===== config.mk =====
export PLATFORM = sky130hd
export DESIGN_NAME = qtr_store
export DESIGN_NICKNAME = d
export VERILOG_FILES = /design/src/hdl/qtr_pkg.sv /design/src/hdl/qtr_store.sv
export SDC_FILE = /design/constraint.sdc
export NUM_CORES = 2
export LEC_CHECK = 0
export BUFFER_PORTS_ARGS = -buffer_cell sky130_fd_sc_hd__buf_2
export CAP_MARGIN = 25
export CORE_ASPECT_RATIO = 1.75
export CORE_MARGIN = 3
export CORE_UTILIZATION = 48
export DETAILED_ROUTE_END_ITERATION = 7
export HOLD_SLACK_MARGIN = 0.08
export PLACE_DENSITY = 0.67
export SLEW_MARGIN = 20
export SYNTH_ARGS = -nofsm -noshare
export SYNTH_HDL_FRONTEND = slang
export SYNTH_SLANG_ARGS = --single-unit
export TNS_END_PERCENT = 100

===== constraint.sdc =====
create_clock -name clk -period 9.16 [get_ports clk]
set_input_delay 0.916 -clock clk [delete_from_list [all_inputs] [get_ports clk]]
set_output_delay 0.916 -clock clk [all_outputs]
set_load 0.01 [all_outputs]

===== src/hdl/qtr_pkg.sv =====
package qtr_pkg;

  localparam int AMT_W = 48;
  localparam int IDX_W = 11;
  localparam int LC_W = 7;
  localparam int CPL_W = 6;
  localparam int WT_W = 16;
  localparam int CFG_IDX_W = 2;
  localparam int CFG_DATA_W = 16;
  localparam int GRAD_SHIFT = 8;
  localparam int PEN_SHIFT = 25;

  localparam int DEF_MAX_COMPONENTS = 32;
  localparam int DEF_MAX_LEVELS = 64;
  localparam int DEF_VALUE_WIDTH = 24;

  localparam logic [AMT_W-1:0] AMT_MAX = {1'b0, {(AMT_W-1){1'b1}}};
  localparam logic [AMT_W-1:0] AMT_MIN = {1'b1, {(AMT_W-1){1'b0}}};

  localparam logic KIND_GRADIENT = 1'b0;
  localparam logic KIND_TOTAL = 1'b1;

  typedef enum logic [CFG_IDX_W-1:0] {
    REG_LEVEL_COUNT,
    REG_COMPONENTS,
    REG_WEIGHT_VALUE,
    REG_WEIGHT_DIFFERENCE
  } cfg_reg_t;

  typedef enum logic [2:0] {
    ST_IDLE,
    ST_PROD,
    ST_PROD2,
    ST_PROD3,
    ST_UPDATE,
    ST_FLUSH_RD,
    ST_FLUSH_OUT,
    ST_TOTAL
  } state_t;

  typedef struct packed {
    logic rd_en;
    logic wr_en;
  } store_ctl_t;

  function automatic logic signed [AMT_W-1:0] sat_amt(input logic signed [AMT_W:0] v);
    if (v[AMT_W] != v[AMT_W-1]) begin
      return v[AMT_W] ? AMT_MIN : AMT_MAX;
    end
    return v[AMT_W-1:0];
  endfunction

  function automatic logic [AMT_W-1:0] pen_add(input logic [AMT_W-1:0] a,
                                                input logic [AMT_W-1:0] b);
    logic [AMT_W:0] s;
    s = {1'b0, a} + {1'b0, b};
    return (s > {1'b0, AMT_MAX}) ? AMT_MAX : s[AMT_W-1:0];
  endfunction

endpackage


===== src/hdl/qtr_store.sv =====
module qtr_store
  import qtr_pkg::*;
#(
  parameter int DEPTH = DEF_MAX_COMPONENTS,
  parameter int AW = $clog2(DEF_MAX_COMPONENTS),
  parameter int CW = DEF_VALUE_WIDTH + 1
) (
  input  logic                    clk,
  input  store_ctl_t              ctl,
  input  logic [AW-1:0]           addr,
  input  logic signed [CW-1:0]    wr_centered,
  input  logic signed [AMT_W-1:0] wr_gradient,
  output logic signed [CW-1:0]    rd_centered,
  output logic signed [AMT_W-1:0] rd_gradient
);

  logic [CW-1:0] centered_mem [DEPTH];
  logic [AMT_W-1:0] gradient_mem [DEPTH];

  always_ff @(posedge clk) begin
    if (ctl.wr_en) begin
      centered_mem[addr] <= wr_centered;
      gradient_mem[addr] <= wr_gradient;
    end
  end

  always_ff @(posedge clk) begin
    if (ctl.rd_en) begin
      rd_centered <= centered_mem[addr];
      rd_gradient <= gradient_mem[addr];
    end
  end

endmodule


# Word level (Yosys, flattened, before mapping)
# Memories as Yosys holds them, arrays and structs flattened. A register that Yosys moved wholly into a read port is not among the register bits.
# Index checks and enable logic that the tools add are counted.
dict set report totals {
  wordCells 4
  ram_bits 2336
  ff_bits 0
  in_bits 81
  out_inout_bits 73
  n_memories 2
}
# memory words width rd rd_ports_with_merged_regs write_ports line
set memory_table {}
lappend memory_table {gradient_mem 32 48 1 1 1 qtr_store.sv:18} ;# logic [AMT_W-1:0] gradient_mem [DEPTH];
lappend memory_table {centered_mem 32 25 1 1 1 qtr_store.sv:17} ;# logic [CW-1:0] centered_mem [DEPTH];
dict set report classes {
  mux 2
}
# operator n
set op_table {}
lappend op_table {{1-bit 2-to-1 mux} 2}

# Depth between registers and ports, before layout
dict set report depth {
  word_depth 2
  ltp_mapped 8
  ltp_nobuf 4
}

# Least setup slack after synthesis
# OpenSTA, ideal clock, no wires.
dict set report synth_path {
  path_kind {input port to flip-flop}
  start {input port addr[1]}
  end {memory centered_mem[27][0] in the netlist's numbering (enable)}
  setup_ns 0.594
  path_buffers 4
  required_ns 8.566
  cell_stages 6
  path_slack_ns 1.767
  arrival_time_ns 6.800
  path_cell_list {clkbuf_1 > buf_2 > buf_2 > buf_2 > nand3_1 > nor3_1}
}
# element line
set synth_rtl {}
lappend synth_rtl {{start, declared} qtr_store.sv:10} ;# input logic [AW-1:0] addr,
lappend synth_rtl {{end, declared} qtr_store.sv:17}
# No word-level cell before the write port.

==> impl_results.md <==
- Outcome: finished clean
- CP startpoint: addr[1]
- CP Class: in -> reg
- Share of cells above drive strength 1: between 10% and 20%
- DR pass1 iterations: 5
- Synthesized area: between 90000 and 100000 um^2
- Crit-path max FO: 124
- Port buffer count: 153
- Max Cap Violations: 0
- Syn Inst Count: 4708
- Clk sinks: around 2400
- Seq/Total Area, Yosys: 79.76%
- Setup crit end: rd_gradient[23]
- Yosys cell types: 22
- DP Wirelength: ~120000 um
- Setup bufs post-CTS: 0
- Routed len/inst: around 32 um
- Via/cell ratio: approximately 6.3
- Slew Limit Fails: 0
- Hold bufs inserted after CTS: 0
- Crit end category: flip-flop
- Starting density of the core: 48.42%
- Worst-Skew Late Latency: slightly above 0.8 ns
- Relative slew slack: 23.22%
- GRT overflow: 0
- Unrepaired setup endpoints after global routing: false
- Worst-Margin Slew: between 1 and 1.5 ns
- Row count: 210
- IO Pins: approximately 150
- H-tree levels: 4
- Chip height: just under 600 um
- Vias in the first global route: 46800
- Final setup fails: 0
- Hold crit path type: in -> reg
- DRT iter0 DRCs: between 5000 and 6000
- Crit path DAT: 4.37 ns
- FMAX: approximately 260 MHz
- Static leakage: about 35 nW
- Minimum clock period: 3.795 ns
- Core ar.: 187300 um^2
- DRC Markers: 0
- Clock slew at reported path FFs: around 0.07 ns
- Synth Flop Type: edfxtp_1
- Clock Tree Buf Depth: 4
- Final worst-path cycle share: about two fifths
- Routed Antenna Nets: 0
- Placer congestion estimate: around 0.75
- Count leader, synth: edfxtp_1
- Area Overhead vs Synth: 11.45%
- Via count: between 40000 and 50000
- WL final: 239800 um
- Worst Path Required: 9.74 ns
- CTS resizes: 0
- Post-synthesis async set-or-reset flop share: 0%
- GRT Resource Usage Total: between 20% and 30%
- FF+latch count, synth: about 2400
- Worst Skew: 0.05473 ns
- Area leader, netlist: edfxtp_1
- Die footprint: a little under 200000 um^2
- R2R Path Start: centered_mem[27][7]
- Commonest cells in the netlist: edfxtp_1 (2409), mux2i_1 (1168), o22ai_1 (584)
- Crit path launch type: input port
- First-pass GRT wire length: roughly 340000 um
- Worst VDD drop: 0.0001781 V
- Yosys warnings: 0
- Maximum number of pins on one net before global-route repair: between 100 and 150
- Nets: 5005
- CTS tree: done
- RR Endpoint: rd_centered[7]
- Setup TNS: 0 ns
- EDFF count, synth: 2409
- Top cell type's share of synthesized area: around four fifths
- Synth top area cells: edfxtp_1 (80%), mux2i_1 (13%), o22ai_1 (4.0%)
- Initial antenna violation count: 34
- R2R cell count: 4
- FF-to-FF setup slack: 7.44 ns
- Final hold vios: 0
- Root Driver: clkbuf_16
- CTS buffer count: approximately 200
- Cell Pwr Density: between 200 and 250 nW/um^2
- Final Util: between 50% and 60%
- Syn Nets: 4789
- Avg Synthesized Cell Area: just under 20 um^2
- Die Span X: between 300 and 400 um
## cell usage in the layout (no fill, tap or decap)
master	Yosys	final
edfxtp_1	2409	2409
mux2i_1	1168	1168
o22ai_1	584	584
clkbuf_16	0	203
buf_2	185	151
nor4_1	146	146
buf_4	3	112
nand2_1	75	75
clkinv_1	0	36
clkinv_2	0	32
clkbuf_1	33	31
nor2_4	0	28
bufinv_16	0	24
clkinvlp_4	0	14
diode_2	0	13
buf_12	0	9
nand4bb_4	0	6
buf_16	0	6
or4b_4	1	4
nand4b_1	4	4
nand3b_1	4	4
nor3_2	0	4
clkinv_4	0	4
inv_6	0	4
or3b_2	3	3
nand3_1	2	2
nand4_4	0	1
or4_4	0	1
or3_1	1	1
nor2_1	29	1
clkinv_16	0	1
clkinv_8	0	1
buf_6	28	1
buf_8	0	1
## stage by stage
step	area [um^2]	total power (W)	instances	worst slack [ns]	hold slack (ns)
floorplan	90700	0.01310	4708	1.767	0.6515
global placement	94380	0.01350	7149	4.562	0.6844
detailed placement	94530	0.01353	7155	4.460	0.6941
CTS	101000	0.02194	7505	5.349	0.5074
global route	101100	0.02241	7516	5.302	0.5610
finish	101100	0.02184	7522	5.365	0.5514
## layer usage
layer | vias up | global-route usage, % | part of all wire (%)
li1 | 19700 | - | -
met1 | 24620 | 30.90 | 37
met2 | 2241 | 41.96 | 51
met3 | 558 | 3.358 | 7.8
met4 | 20 | 9.624 | 4.1
met5 | - | 0 | 0.055
## worst max-delay path: stages
cell and delay, ns:
buf_12 0.43, buf_12 0.54, buf_12 0.63, mux2i_1 0.29, o22ai_1 0.10, nor4_1 0.58, nand2_1 0.11
## worst min path at each step
stage	endpoint	slack (ns)	start	depth (start not counted)
floorplan	rd_gradient[46]	0.65	gradient_mem[29][46]	4
global placement	rd_gradient[46]	0.68	gradient_mem[29][46]	4
detailed placement	rd_gradient[46]	0.69	gradient_mem[29][46]	4
CTS	gradient_mem[17][38]	0.51	wr_gradient[38]	1
global route	centered_mem[16][3]	0.56	wr_centered[3]	1
finish	centered_mem[16][3]	0.55	wr_centered[3]	1
## state kept, by name, indices dropped and copies added, names as in the netlist
signal / flops
centered_mem: 800
rd_centered: 25
rd_gradient: 48
gradient_mem: 1536
## power by group
| part | switching [W] | internal (W) | total (W) |
|---|---|---|---|
| combinational | 0.000636 | 0.000300 | 0.000936 |
| clock | 0.00381 | 0.00474 | 0.00854 |
| sequential | 0.0000545 | 0.0123 | 0.0124 |
| total | 0.00450 | 0.0173 | 0.0218 |
## layout make-up
cell class / count / area (um^2)
Fill cell: 14140 / 86260
Sequential cell: 2409 / 72340
Multi-Input combinational cell: 2032 / 17260
Clock buffer: 234 / 5196
Tap cell: 2438 / 3050
Timing Repair Buffer: 280 / 1968
Clock inverter: 116 / 1237
Antenna cell: 13 / 32.53
## kinds of logic after synthesis
| kind of cell | share of synthesized area, % |
|---|---|
| mux | 12.89 |
| simple gates | 1.723 |
| buf+inv | 1.604 |
| flops | 79.76 |
| compound gates | 4.028 |
Note: power is estimated with default switching activity, not from simulation.
